===== src/design/dcadc_pkg.sv =====
package dcadc_pkg;

  // default chain geometry
  localparam int NUM_DEVICES_DEF         = 8;
  localparam int CHANNELS_PER_DEVICE_DEF = 8;

  // queue depths, power of two
  localparam int QUEUE_DEPTH = 4;
  localparam int OUT_DEPTH   = 4;

  // field widths
  localparam int BYTE_W   = 8;
  localparam int DEV_W    = 3;
  localparam int SLOT_W   = 4;
  localparam int WORD_W   = 24;
  localparam int CFG_W    = 4;

  localparam logic [CFG_W-1:0] DEVICES_RESET = 4'd8;

  // byte position inside a 3-byte word
  typedef enum logic [1:0] {
    PHASE_HI  = 2'd0,
    PHASE_MID = 2'd1,
    PHASE_LO  = 2'd2
  } phase_t;

  // one classified byte, front to back
  typedef struct packed {
    logic [BYTE_W-1:0] data_byte;
    phase_t            phase;
    logic [SLOT_W-1:0] slot;
    logic [DEV_W-1:0]  dev;
    logic              last;
  } tag_t;

  // one finished word
  typedef struct packed {
    logic [DEV_W-1:0]         device_index;
    logic [SLOT_W-1:0]        slot;
    logic signed [WORD_W-1:0] sample;
    logic [WORD_W-1:0]        status_word;
    logic                     last_of_frame;
  } result_t;

  localparam logic [SLOT_W-1:0] STATUS_SLOT = 4'd0;

endpackage


===== src/design/dcadc_fifo.sv =====
module dcadc_fifo #(
  parameter int WIDTH = 8,
  parameter int DEPTH = dcadc_pkg::QUEUE_DEPTH
) (
  input  logic             clk,
  input  logic             rst_n,
  input  logic             wr_en,
  input  logic [WIDTH-1:0] wr_data,
  input  logic             rd_en,
  output logic [WIDTH-1:0] rd_data,
  output logic             full,
  output logic             empty
);

  // depth is a power of two so the pointers wrap on their own
  localparam int AW = (DEPTH > 1) ? $clog2(DEPTH) : 1;

  logic [WIDTH-1:0] mem_r [DEPTH];
  logic [AW-1:0]    wr_ptr_r, wr_ptr_nxt;
  logic [AW-1:0]    rd_ptr_r, rd_ptr_nxt;
  logic [AW:0]      count_r, count_nxt;

  assign full    = (count_r == (AW+1)'(DEPTH));
  assign empty   = (count_r == '0);
  assign rd_data = mem_r[rd_ptr_r];

  // pointer and fill count update
  always_comb begin
    wr_ptr_nxt = wr_en ? wr_ptr_r + AW'(1) : wr_ptr_r;
    rd_ptr_nxt = rd_en ? rd_ptr_r + AW'(1) : rd_ptr_r;
    count_nxt  = count_r;
    if (wr_en && !rd_en) begin
      count_nxt = count_r + (AW+1)'(1);
    end else if (rd_en && !wr_en) begin
      count_nxt = count_r - (AW+1)'(1);
    end
  end

  always_ff @(posedge clk) begin
    if (!rst_n) begin
      wr_ptr_r <= '0;
      rd_ptr_r <= '0;
      count_r  <= '0;
    end else begin
      wr_ptr_r <= wr_ptr_nxt;
      rd_ptr_r <= rd_ptr_nxt;
      count_r  <= count_nxt;
    end
  end

  // storage
  always_ff @(posedge clk) begin
    if (wr_en) begin
      mem_r[wr_ptr_r] <= wr_data;
    end
  end

endmodule


===== src/design/dcadc_front.sv =====
module dcadc_front #(
  parameter int NUM_DEVICES         = dcadc_pkg::NUM_DEVICES_DEF,
  parameter int CHANNELS_PER_DEVICE = dcadc_pkg::CHANNELS_PER_DEVICE_DEF
) (
  input  logic                           clk,
  input  logic                           rst_n,
  input  logic                           accept,
  input  logic [dcadc_pkg::BYTE_W-1:0]   data_byte,
  input  logic                           frame_start,
  input  logic                           cfg_we,
  input  logic [dcadc_pkg::CFG_W-1:0]    cfg_wdata,
  output dcadc_pkg::tag_t                tag
);

  localparam logic [dcadc_pkg::CFG_W-1:0]  NDEV_MAX  = dcadc_pkg::CFG_W'(NUM_DEVICES);
  localparam logic [dcadc_pkg::SLOT_W-1:0] LAST_SLOT =
    dcadc_pkg::SLOT_W'(CHANNELS_PER_DEVICE);

  logic [dcadc_pkg::CFG_W-1:0]  devices_r;
  dcadc_pkg::phase_t            phase_r, phase_nxt;
  logic [dcadc_pkg::SLOT_W-1:0] slot_r, slot_nxt;
  logic [dcadc_pkg::DEV_W-1:0]  dev_r, dev_nxt;

  logic [dcadc_pkg::CFG_W-1:0]  ndev;
  dcadc_pkg::phase_t            phase_cur;
  logic [dcadc_pkg::SLOT_W-1:0] slot_cur;
  logic [dcadc_pkg::DEV_W-1:0]  dev_cur;
  logic [dcadc_pkg::CFG_W-1:0]  dev_inc;
  logic                         block_end;

  // active device count, zero reads as one, clipped at the chain length
  always_comb begin
    if (devices_r == '0) begin
      ndev = dcadc_pkg::CFG_W'(1);
    end else if (devices_r > NDEV_MAX) begin
      ndev = NDEV_MAX;
    end else begin
      ndev = devices_r;
    end
  end

  // position of this byte, frame start restarts counting
  assign phase_cur = frame_start ? dcadc_pkg::PHASE_HI : phase_r;
  assign slot_cur  = frame_start ? '0 : slot_r;
  assign dev_cur   = frame_start ? '0 : dev_r;
  assign dev_inc   = {1'b0, dev_cur} + dcadc_pkg::CFG_W'(1);
  assign block_end = (slot_cur == LAST_SLOT) && (phase_cur == dcadc_pkg::PHASE_LO);

  // classified beat for the back end
  always_comb begin
    tag.data_byte = data_byte;
    tag.phase     = phase_cur;
    tag.slot      = slot_cur;
    tag.dev       = dev_cur;
    tag.last      = (slot_cur == LAST_SLOT) &&
                    ({1'b0, dev_cur} == ndev - dcadc_pkg::CFG_W'(1));
  end

  // advance byte, slot and device counters
  always_comb begin
    phase_nxt = phase_cur;
    slot_nxt  = slot_cur;
    dev_nxt   = dev_cur;
    case (phase_cur)
      dcadc_pkg::PHASE_HI:  phase_nxt = dcadc_pkg::PHASE_MID;
      dcadc_pkg::PHASE_MID: phase_nxt = dcadc_pkg::PHASE_LO;
      dcadc_pkg::PHASE_LO: begin
        phase_nxt = dcadc_pkg::PHASE_HI;
        if (block_end) begin
          slot_nxt = '0;
          dev_nxt  = (dev_inc >= ndev) ? '0 : dev_inc[dcadc_pkg::DEV_W-1:0];
        end else begin
          slot_nxt = slot_cur + dcadc_pkg::SLOT_W'(1);
        end
      end
      default: phase_nxt = dcadc_pkg::PHASE_HI;
    endcase
  end

  always_ff @(posedge clk) begin
    if (!rst_n) begin
      phase_r <= dcadc_pkg::PHASE_HI;
      slot_r  <= '0;
      dev_r   <= '0;
    end else if (accept) begin
      phase_r <= phase_nxt;
      slot_r  <= slot_nxt;
      dev_r   <= dev_nxt;
    end
  end

  // device count register
  always_ff @(posedge clk) begin
    if (!rst_n) begin
      devices_r <= dcadc_pkg::DEVICES_RESET;
    end else if (cfg_we) begin
      devices_r <= cfg_wdata;
    end
  end

endmodule


===== src/design/dcadc_back.sv =====
module dcadc_back (
  input  logic               clk,
  input  logic               rst_n,
  input  logic               tag_empty,
  input  dcadc_pkg::tag_t    tag,
  output logic               tag_pop,
  input  logic               res_pop,
  output logic               res_empty,
  output dcadc_pkg::result_t res
);

  logic [15:0]                  partial_r, partial_nxt;
  logic [dcadc_pkg::WORD_W-1:0] word;
  dcadc_pkg::result_t           res_new;
  logic                         res_push;
  logic                         res_full;
  logic [$bits(dcadc_pkg::result_t)-1:0] res_bits;

  // take a beat unless a finished word has nowhere to go
  assign tag_pop  = !tag_empty && ((tag.phase != dcadc_pkg::PHASE_LO) || !res_full);
  assign res_push = tag_pop && (tag.phase == dcadc_pkg::PHASE_LO);
  assign word     = {partial_r, tag.data_byte};

  // assemble the upper two bytes
  always_comb begin
    partial_nxt = partial_r;
    case (tag.phase)
      dcadc_pkg::PHASE_HI:  partial_nxt = {tag.data_byte, 8'h00};
      dcadc_pkg::PHASE_MID: partial_nxt = {partial_r[15:8], tag.data_byte};
      default:              partial_nxt = partial_r;
    endcase
  end

  always_ff @(posedge clk) begin
    if (tag_pop) begin
      partial_r <= partial_nxt;
    end
  end

  // split the word into status or sample
  always_comb begin
    res_new.device_index  = tag.dev;
    res_new.slot          = tag.slot;
    res_new.last_of_frame = tag.last;
    if (tag.slot == dcadc_pkg::STATUS_SLOT) begin
      res_new.sample      = '0;
      res_new.status_word = word;
    end else begin
      res_new.sample      = $signed(word);
      res_new.status_word = '0;
    end
  end

  // result queue
  dcadc_fifo #(
    .WIDTH ($bits(dcadc_pkg::result_t)),
    .DEPTH (dcadc_pkg::OUT_DEPTH)
  ) u_out_q (
    .clk     (clk),
    .rst_n   (rst_n),
    .wr_en   (res_push),
    .wr_data (res_new),
    .rd_en   (res_pop && !res_empty),
    .rd_data (res_bits),
    .full    (res_full),
    .empty   (res_empty)
  );

  assign res = dcadc_pkg::result_t'(res_bits);

endmodule


===== src/design/daisy_chain_adc_frame_parser.sv =====
// a word reaches the out_ ports via the byte queue, then the result queue
// throughput: one byte per cycle while full is low, one word every third byte
// the byte queue stalls only when the result queue is full and a word completes
// reset: synchronous on rst_n low; counters and queues clear, device count reads 8
module daisy_chain_adc_frame_parser #(
  parameter int NUM_DEVICES         = dcadc_pkg::NUM_DEVICES_DEF,
  parameter int CHANNELS_PER_DEVICE = dcadc_pkg::CHANNELS_PER_DEVICE_DEF
) (
  input  logic                                 clk,
  input  logic                                 rst_n,
  input  logic                                 push,
  output logic                                 full,
  input  logic [dcadc_pkg::BYTE_W-1:0]         in_data_byte,
  input  logic                                 in_frame_start,
  output logic                                 empty,
  input  logic                                 pop,
  output logic [dcadc_pkg::DEV_W-1:0]          out_device_index,
  output logic [dcadc_pkg::SLOT_W-1:0]         out_slot,
  output logic signed [dcadc_pkg::WORD_W-1:0]  out_sample,
  output logic [dcadc_pkg::WORD_W-1:0]         out_status_word,
  output logic                                 out_last_of_frame,
  input  logic                                 cfg_we,
  input  logic [dcadc_pkg::CFG_W-1:0]          cfg_wdata
);

  logic                                 accept;
  dcadc_pkg::tag_t                      tag_in;
  logic [$bits(dcadc_pkg::tag_t)-1:0]   tag_bits;
  dcadc_pkg::tag_t                      tag_out;
  logic                                 tag_pop;
  logic                                 tag_empty;
  dcadc_pkg::result_t                   res;

  assign accept = push && !full;

  // front end: byte classification
  dcadc_front #(
    .NUM_DEVICES         (NUM_DEVICES),
    .CHANNELS_PER_DEVICE (CHANNELS_PER_DEVICE)
  ) u_front (
    .clk         (clk),
    .rst_n       (rst_n),
    .accept      (accept),
    .data_byte   (in_data_byte),
    .frame_start (in_frame_start),
    .cfg_we      (cfg_we),
    .cfg_wdata   (cfg_wdata),
    .tag         (tag_in)
  );

  // classified beat queue
  dcadc_fifo #(
    .WIDTH ($bits(dcadc_pkg::tag_t)),
    .DEPTH (dcadc_pkg::QUEUE_DEPTH)
  ) u_tag_q (
    .clk     (clk),
    .rst_n   (rst_n),
    .wr_en   (accept),
    .wr_data (tag_in),
    .rd_en   (tag_pop),
    .rd_data (tag_bits),
    .full    (full),
    .empty   (tag_empty)
  );

  assign tag_out = dcadc_pkg::tag_t'(tag_bits);

  // back end: word assembly and result queue
  dcadc_back u_back (
    .clk       (clk),
    .rst_n     (rst_n),
    .tag_empty (tag_empty),
    .tag       (tag_out),
    .tag_pop   (tag_pop),
    .res_pop   (pop),
    .res_empty (empty),
    .res       (res)
  );

  assign out_device_index  = res.device_index;
  assign out_slot          = res.slot;
  assign out_sample        = res.sample;
  assign out_status_word   = res.status_word;
  assign out_last_of_frame = res.last_of_frame;

endmodule


===== config.mk =====
export PLATFORM = sky130hd
export DESIGN_NAME = daisy_chain_adc_frame_parser
export DESIGN_NICKNAME = d
export VERILOG_FILES = /design/src/design/dcadc_pkg.sv /design/src/design/dcadc_fifo.sv /design/src/design/dcadc_front.sv /design/src/design/dcadc_back.sv /design/src/design/daisy_chain_adc_frame_parser.sv
export SDC_FILE = /design/constraint.sdc
export NUM_CORES = 1
export LEC_CHECK = 0
export BUFFER_PORTS_ARGS = -buffer_cell sky130_fd_sc_hd__buf_2
export CORE_MARGIN = 3
export CORE_UTILIZATION = 45
export CTS_CLUSTER_DIAMETER = 30
export DETAILED_ROUTE_END_ITERATION = 10
export SYNTH_ARGS = -nofsm -noshare
export SYNTH_HDL_FRONTEND = slang
export SYNTH_SLANG_ARGS = --single-unit

===== constraint.sdc =====
create_clock -name clk -period 4.5 [get_ports clk]
set_input_delay 0.45 -clock clk [delete_from_list [all_inputs] [get_ports clk]]
set_output_delay 0.45 -clock clk [all_outputs]
set_load 0.005 [all_outputs]

# After elaboration in Yosys (flattened, before gate mapping)
# Memory sizes are Yosys's and may differ from the RTL's. A register that Yosys moved wholly into a read port is not among the register bits.
# Cells that the tools add are included.
totals:
  register_bits: 43
  mem_bits_rw: 296
  input_bits: 18
  output_inout_bits: 58
  wordCells: 92
  n_memories: 2
classes:
  add_sub_neg: 11
  n_lt_le_gt_ge: 2
  eq_ne: 9
  n_mux: 25
  bitwise: 1
  n_reduce_logical: 30
mem_list:
  columns: ["memory", "words", "width", "read_ports", "rd_ports_with_merged_regs", "wr", "line_no", "source"]
  rows:
  - ["u_back.u_out_q.mem_r", 4, 56, 1, 1, 1, "dcadc_fifo.sv:18", "logic [WIDTH-1:0] mem_r [DEPTH];"]
  - ["u_tag_q.mem_r", 4, 18, 1, 1, 1, "dcadc_fifo.sv:18", null]
op_table:
  columns: ["cell", "n"]
  rows:
  - ["$mux W48", 1]
  - ["$pmux W16 S2", 1]
  - ["$mux W3", 8]
  - ["$mux W4", 5]
  - ["$logic_and A1 B1 Y1", 10]
  - ["$mux W2", 5]
  - ["$add A2 B1 Y2 const B", 4]
  - ["$logic_not A1 Y1", 8]
  - ["$logic_not A4 Y1", 2]
  - ["$add A3 B1 Y3 const B", 2]
  - ["$eq A3 B3 Y1 const B", 2]
  - ["$logic_not A3 Y1", 2]
  - ["$reduce_bool A2 Y1", 3]
  - ["$sub A3 B1 Y3 const B", 2]
  - ["$add A3 B1 Y4 const B", 1]
  - ["$add A4 B1 Y4 const B", 1]
  - ["$eq A2 B1 Y1 const B", 2]
  - ["$eq A2 B2 Y1 const B", 2]
  - ["$eq A3 B4 Y1", 1]
  - ["$eq A4 B4 Y1 const B", 1]
  - ["$ge A4 B4 Y1", 1]
  - ["$gt A4 B4 Y1 const B", 1]
  - ["$logic_not A2 Y1", 2]
  - ["$mux W1", 4]
  - ["7 further kinds", 7]

# Logic depth before layout (Yosys ltp)
depth:
  ltp_word: 9
  mapped_depth: 10
  depth_no_buf: 9

# Modules after synthesis
# From an unflattened synthesis, not the netlist that was laid out.
hier_totals:
  cells_unflattened: 673
  hier_area_um2: 13610.6
modules_own_cells:
  columns: ["module", "instances", "cells_each", "area_each_um2", "seq_area_each_um2"]
  rows:
  - ["dcadc_fifo at u_back.u_out_q", 1, 335, 8560.7, 6906.6]
  - ["dcadc_fifo at u_tag_q", 1, 137, 3084.2, 2342.2]
  - ["dcadc_back", 1, 94, 979.7, 480.5]
  - ["dcadc_front", 1, 106, 972.2, 260.2]
  - ["daisy_chain_adc_frame_parser", 1, 1, 13.8, 0.0]

# Worst setup path after synthesis
# No wires, ideal clock.
synth_path:
  kind: "reg2reg"
  startpoint: "reg with a tool-made name"
  endpoint: "mem u_back.u_out_q.mem_r[0][0] (netlist bit) (enable)"
  setup_time_ns: 0.420
  arrival_ns: 2.769
  t_required_ns: 4.080
  path_slack_ns: 1.311
  stages_incl_launch_ff: 5
  n_path_buf: 1
  period_less_slack_ns: 3.189
  path_cell_list: "dfxtp_1 buf_6 mux4_2 nor4b_4 and2_1"
synth_rtl:
  columns: ["element", "line_no"]
  rows:
  - ["to (decl)", "dcadc_fifo.sv:18"]

==> flow_summary_export.csv <==
group,metric,value,unit
run_status,run_status,"finished clean",
layout,multi_input_comb_area,3270,µm²
layout,finish.net_count,843,
placement,post-dp-hpwl,16100,µm
sta,period_minus_slack,3010,ps
detailed_routing,wl_per_cell,21.0,µm
power,powerDensity,701,nW/µm²
detailed_routing,first_iter_violations,409,
clocking,ctsResizeCount,0,
sta,timing.clock.skew,20.8,ps
global_route,vias_in_the_first_global_route,7246,
clocking,cts_root_buf,"sky130_fd_sc_hd__clkbuf_16",
clocking,cts_made_buffers,66,
worst_setup_path,critical_path.startpoint_type,"flop",
logic_synthesis,syn_inst,682,
global_route,global_route_wire_length_before_repair,40600,µm
worst_setup_path,timing.reg2reg.setup_slack,1490,ps
sta,finalSetupViolations,0,
die,floorplan.core_area,29100,µm²
worst_setup_path,regToRegEndpoint,"u_back.u_out_q.count_r[2]",
clocking,tritoncts,"built",
worst_setup_path,cp.required,4930,ps
min_path,min_path_cells,1,
power,power.static_leakage,0.00565,µW
power,max-vdd-ir-drop,0.000346,V
logic_synthesis,ys_warn_count,0,
worst_setup_path,slowest_stage_cell_cp,"sky130_fd_sc_hd__fa_1",
global_route,grt.total_usage,16.9,%
die,initial_standard_cell_utilization_of_the_core,46.2,%
layout,sequential_cell_area,10000,µm²
sta,timing.final.ws_setup,1490,ps
detailed_routing,route.detailed.drc,0,
layout,fill_cells,2205,
die,std_cell_rows,62,
sta,fin_setup_tns,0,ps
global_route,maximum_number_of_pins_on_one_net_before_global_route_repair,57,
logic_synthesis,mappedNetlistArea,13400,µm²
worst_setup_path,critical_path.top_delay_family,"adder cells",
logic_synthesis,ys_seq_elements,343,
die,fp.dieH,179,µm
worst_setup_path,crit_type,"flop to flop",
logic_synthesis,synth.top_cells.by_area,"sky130_fd_sc_hd__edfxtp_1, sky130_fd_sc_hd__mux4_2, sky130_fd_sc_hd__dfxtp_1",
clocking,clock_path_buffers,3,
die,io-pin-count,76,
logic_synthesis,synthDistinctLibCells,44,
placement,gpl.final_weighted_congestion,0.768,
worst_setup_path,worst_path_max_fanout,17,
detailed_routing,vias,6527,
logic_synthesis,ys_dominant_reg_cell,"sky130_fd_sc_hd__edfxtp_1",
worst_setup_path,cp_slowest_stage_delay,440,ps
sta,timing.max_slew.rel_slack,12.4,%
placement,port_buffers,75,
placement,pre_cts_slack,1440,ps
sta,timing_max_transition_violations_final,0,
logic_synthesis,synthDominantCellAreaShare,69.7,%
worst_setup_path,timing.critical_path.to_type,"flop",
clocking,htree_num_levels,3,
clocking,clk_pin_slew_worst_paths,50,ps
sta,max_slew.worst_pin.slew,1300,ps
worst_setup_path,arrival,3440,ps
min_path,worst_hold_path.endpoint,"u_tag_q.mem_r[1][11]",
layout,n_antenna_cell,0,
worst_setup_path,worstPathCellList,"buf_4 -> mux4_2 -> nor4b_4 -> ha_1 -> inv_1 -> fa_1 -> xor2_1 -> or3_1 -> a21boi_0",
clocking,postCtsSetupBuffers,0,
global_route,initial_antenna_violation_count,0,
logic_synthesis,synth-edff-count,312,
logic_synthesis,synth_seq_area_share,74.3,%
logic_synthesis,synth_top_area_cell,"sky130_fd_sc_hd__edfxtp_1",
clocking,clock_latency,530,ps
global_route,global_route_congestion_overflow_total,0,
detailed_routing,via_per_inst,5.27,
logic_synthesis,postSynth.asyncResetShare,0,%
min_path,startpoint_of_the_tightest_hold_check_path,"in_data_byte[1]",
min_path,worst_min_delay_path_class,"input pin to flop",
worst_setup_path,r2r_cells,9,
clocking,clock_sink_count,343,
die,fp.dieW,179,µm
sta,ratio_of_final_minimum_period_to_clock_period,66.9,%
sta,grt_setup_unrepaired,"false",
layout,layout-drive-gt1-share,31.4,%
detailed_routing,drt_pass1_iterations,4,
logic_synthesis,synthesized_net_count,720,
detailed_routing,postRouteAntennaNets,0,
job,max_cap_viol_count,0,
die,design.die.area,32000,µm²
detailed_routing,routed_wirelength,26100,µm
sta,timing.fmax,332,MHz
sta,timing.final.hold_violations,0,
clocking,cts_hold_buffers,0,
logic_synthesis,synth_area_per_cell,19.7,µm²
worst_setup_path,worstPathBufferInverterCount,2,
layout,synthToLayoutAreaGrowth,22.4,%
-- power breakdown --
group | switching (µW) | leakage, µW | internal, µW
combinational | 1290 | 0.00147 | 1080
sequential | 228 | 0.00312 | 4240
clock | 1520 | 0.00107 | 3180
-- through the flow --
stage	std cells	util (%)	area, µm²	hold WS (ps)	power [µW]
after floorplan	682	-	13400	449	6030
after global placement	1121	49.1	14300	473	6880
after detailed placement	1121	49.1	14300	500	6980
after CTS	1238	56.6	16500	123	11700
after global routing	1238	56.6	16500	130	12100
final	1238	56.6	16500	144	11500
-- cells in the mapped netlist (2+ instances only) --
master                     instances
sky130_fd_sc_hd__buf_1             2
sky130_fd_sc_hd__mux2i_1           5
sky130_fd_sc_hd__buf_6             3
sky130_fd_sc_hd__nand3_1           3
sky130_fd_sc_hd__o211ai_1          4
sky130_fd_sc_hd__fa_1              2
sky130_fd_sc_hd__dfxtp_1          31
sky130_fd_sc_hd__a21oi_1           6
sky130_fd_sc_hd__and2_1           55
sky130_fd_sc_hd__nor2_1            7
sky130_fd_sc_hd__a211oi_1          2
sky130_fd_sc_hd__a21boi_0         11
sky130_fd_sc_hd__buf_2             8
sky130_fd_sc_hd__xor2_1            4
sky130_fd_sc_hd__nand2b_1          7
sky130_fd_sc_hd__or3_1             3
sky130_fd_sc_hd__edfxtp_1        312
sky130_fd_sc_hd__nor2b_1          37
sky130_fd_sc_hd__mux4_2           72
sky130_fd_sc_hd__mux4_1            2
sky130_fd_sc_hd__clkbuf_1         15
sky130_fd_sc_hd__ha_1             18
sky130_fd_sc_hd__xnor2_1           6
sky130_fd_sc_hd__o21ai_0          12
sky130_fd_sc_hd__nand2_1          15
sky130_fd_sc_hd__inv_1            14
sky130_fd_sc_hd__o31ai_1           2
sky130_fd_sc_hd__and3b_1           2
sky130_fd_sc_hd__nor3_1            3
sky130_fd_sc_hd__nor3b_1           3
sky130_fd_sc_hd__nand3b_1          3
-- final cells by class --
class                      instances  area share (%)
clock buffer                      73            10.6
tap                              384            2.92
sequential                       343            60.7
timing repair buffer              84            2.99
inverter                          14           0.319
clock inverter                    44            2.62
multi-input combinational        296            19.8
-- cells by family (layout without fill, tap and decap cells) --
group	Yosys count	count (layout)	share of synthesized area, %
buffers and inverters	43	215	1.47
AND/OR/NAND/NOR	146	146	6.74
multiplexers	79	79	12.8
flip-flops	343	343	74.3
adder cells (fa/ha/maj)	20	20	1.97
AO/OA/AOI/OAI	40	40	1.91
XOR/XNOR	11	11	0.819
-- flip-flops by register name (all words and copies together) (netlist names), 3 cells and up, named ones only --
name and flops:
u_front.dev_r 3, u_tag_q.count_r 3, u_front.slot_r 4, u_back.u_out_q.count_r 3, u_back.u_out_q.mem_r 224, u_back.partial_r 16
u_front.devices_r 4, u_tag_q.mem_r 72
-- how the worst max path moves through the flow --
stage / from / endpoint / slack [ps] / cells past startpoint
after floorplan: flop / u_back.u_out_q.mem_r[0][0] / 1310 / 4
after global placement: flop / u_back.u_out_q.count_r[2] / 1660 / 9
after detailed placement: flop / u_back.u_out_q.count_r[2] / 1440 / 9
after CTS: flop / u_back.u_out_q.count_r[2] / 1410 / 9
after global routing: flop / u_back.u_out_q.count_r[2] / 1260 / 9
final: flop / u_back.u_out_q.count_r[2] / 1490 / 9
-- layer usage --
| metal | GRT usage (%) | routed length [µm] | vias up | part of all wire, % |
|---|---|---|---|---|
| met5 | 0 | 0 | - | 0 |
| met4 | 5.88 | 477 | 0 | 1.8 |
| met3 | 3.49 | 1300 | 43 | 5.0 |
| met2 | 29.7 | 13700 | 174 | 53 |
| met1 | 20.8 | 10500 | 3346 | 40 |
| li1 | - | - | 2964 | - |
-- placed cells by master, fill, tap and decap left out, types with 3 or more instances in the layout --
cell / count
sky130_fd_sc_hd__nand2b_1: 7
sky130_fd_sc_hd__nand3b_1: 3
sky130_fd_sc_hd__and2_1: 51
sky130_fd_sc_hd__clkinvlp_4: 4
sky130_fd_sc_hd__clkinv_1: 9
sky130_fd_sc_hd__nand2_1: 15
sky130_fd_sc_hd__dfxtp_1: 29
sky130_fd_sc_hd__nor2b_1: 37
sky130_fd_sc_hd__clkbuf_1: 4
sky130_fd_sc_hd__clkinv_4: 4
sky130_fd_sc_hd__mux2i_1: 5
sky130_fd_sc_hd__inv_6: 6
sky130_fd_sc_hd__xor2_1: 4
sky130_fd_sc_hd__o211ai_1: 4
sky130_fd_sc_hd__o21ai_0: 12
sky130_fd_sc_hd__inv_1: 14
sky130_fd_sc_hd__mux4_2: 72
sky130_fd_sc_hd__a21boi_0: 11
sky130_fd_sc_hd__nor3_1: 3
sky130_fd_sc_hd__edfxtp_1: 312
sky130_fd_sc_hd__bufinv_16: 7
sky130_fd_sc_hd__xnor2_1: 6
sky130_fd_sc_hd__buf_4: 5
sky130_fd_sc_hd__nor3b_1: 3
sky130_fd_sc_hd__or3_1: 3
sky130_fd_sc_hd__a21oi_1: 6
sky130_fd_sc_hd__nand3_1: 3
sky130_fd_sc_hd__and2_2: 4
sky130_fd_sc_hd__clkbuf_16: 69
sky130_fd_sc_hd__ha_1: 18
sky130_fd_sc_hd__buf_2: 75
sky130_fd_sc_hd__nor2_1: 7
sky130_fd_sc_hd__clkinv_2: 14
sky130_fd_sc_hd__buf_12: 4
No activity file was read; power rests on OpenSTA's default activity.
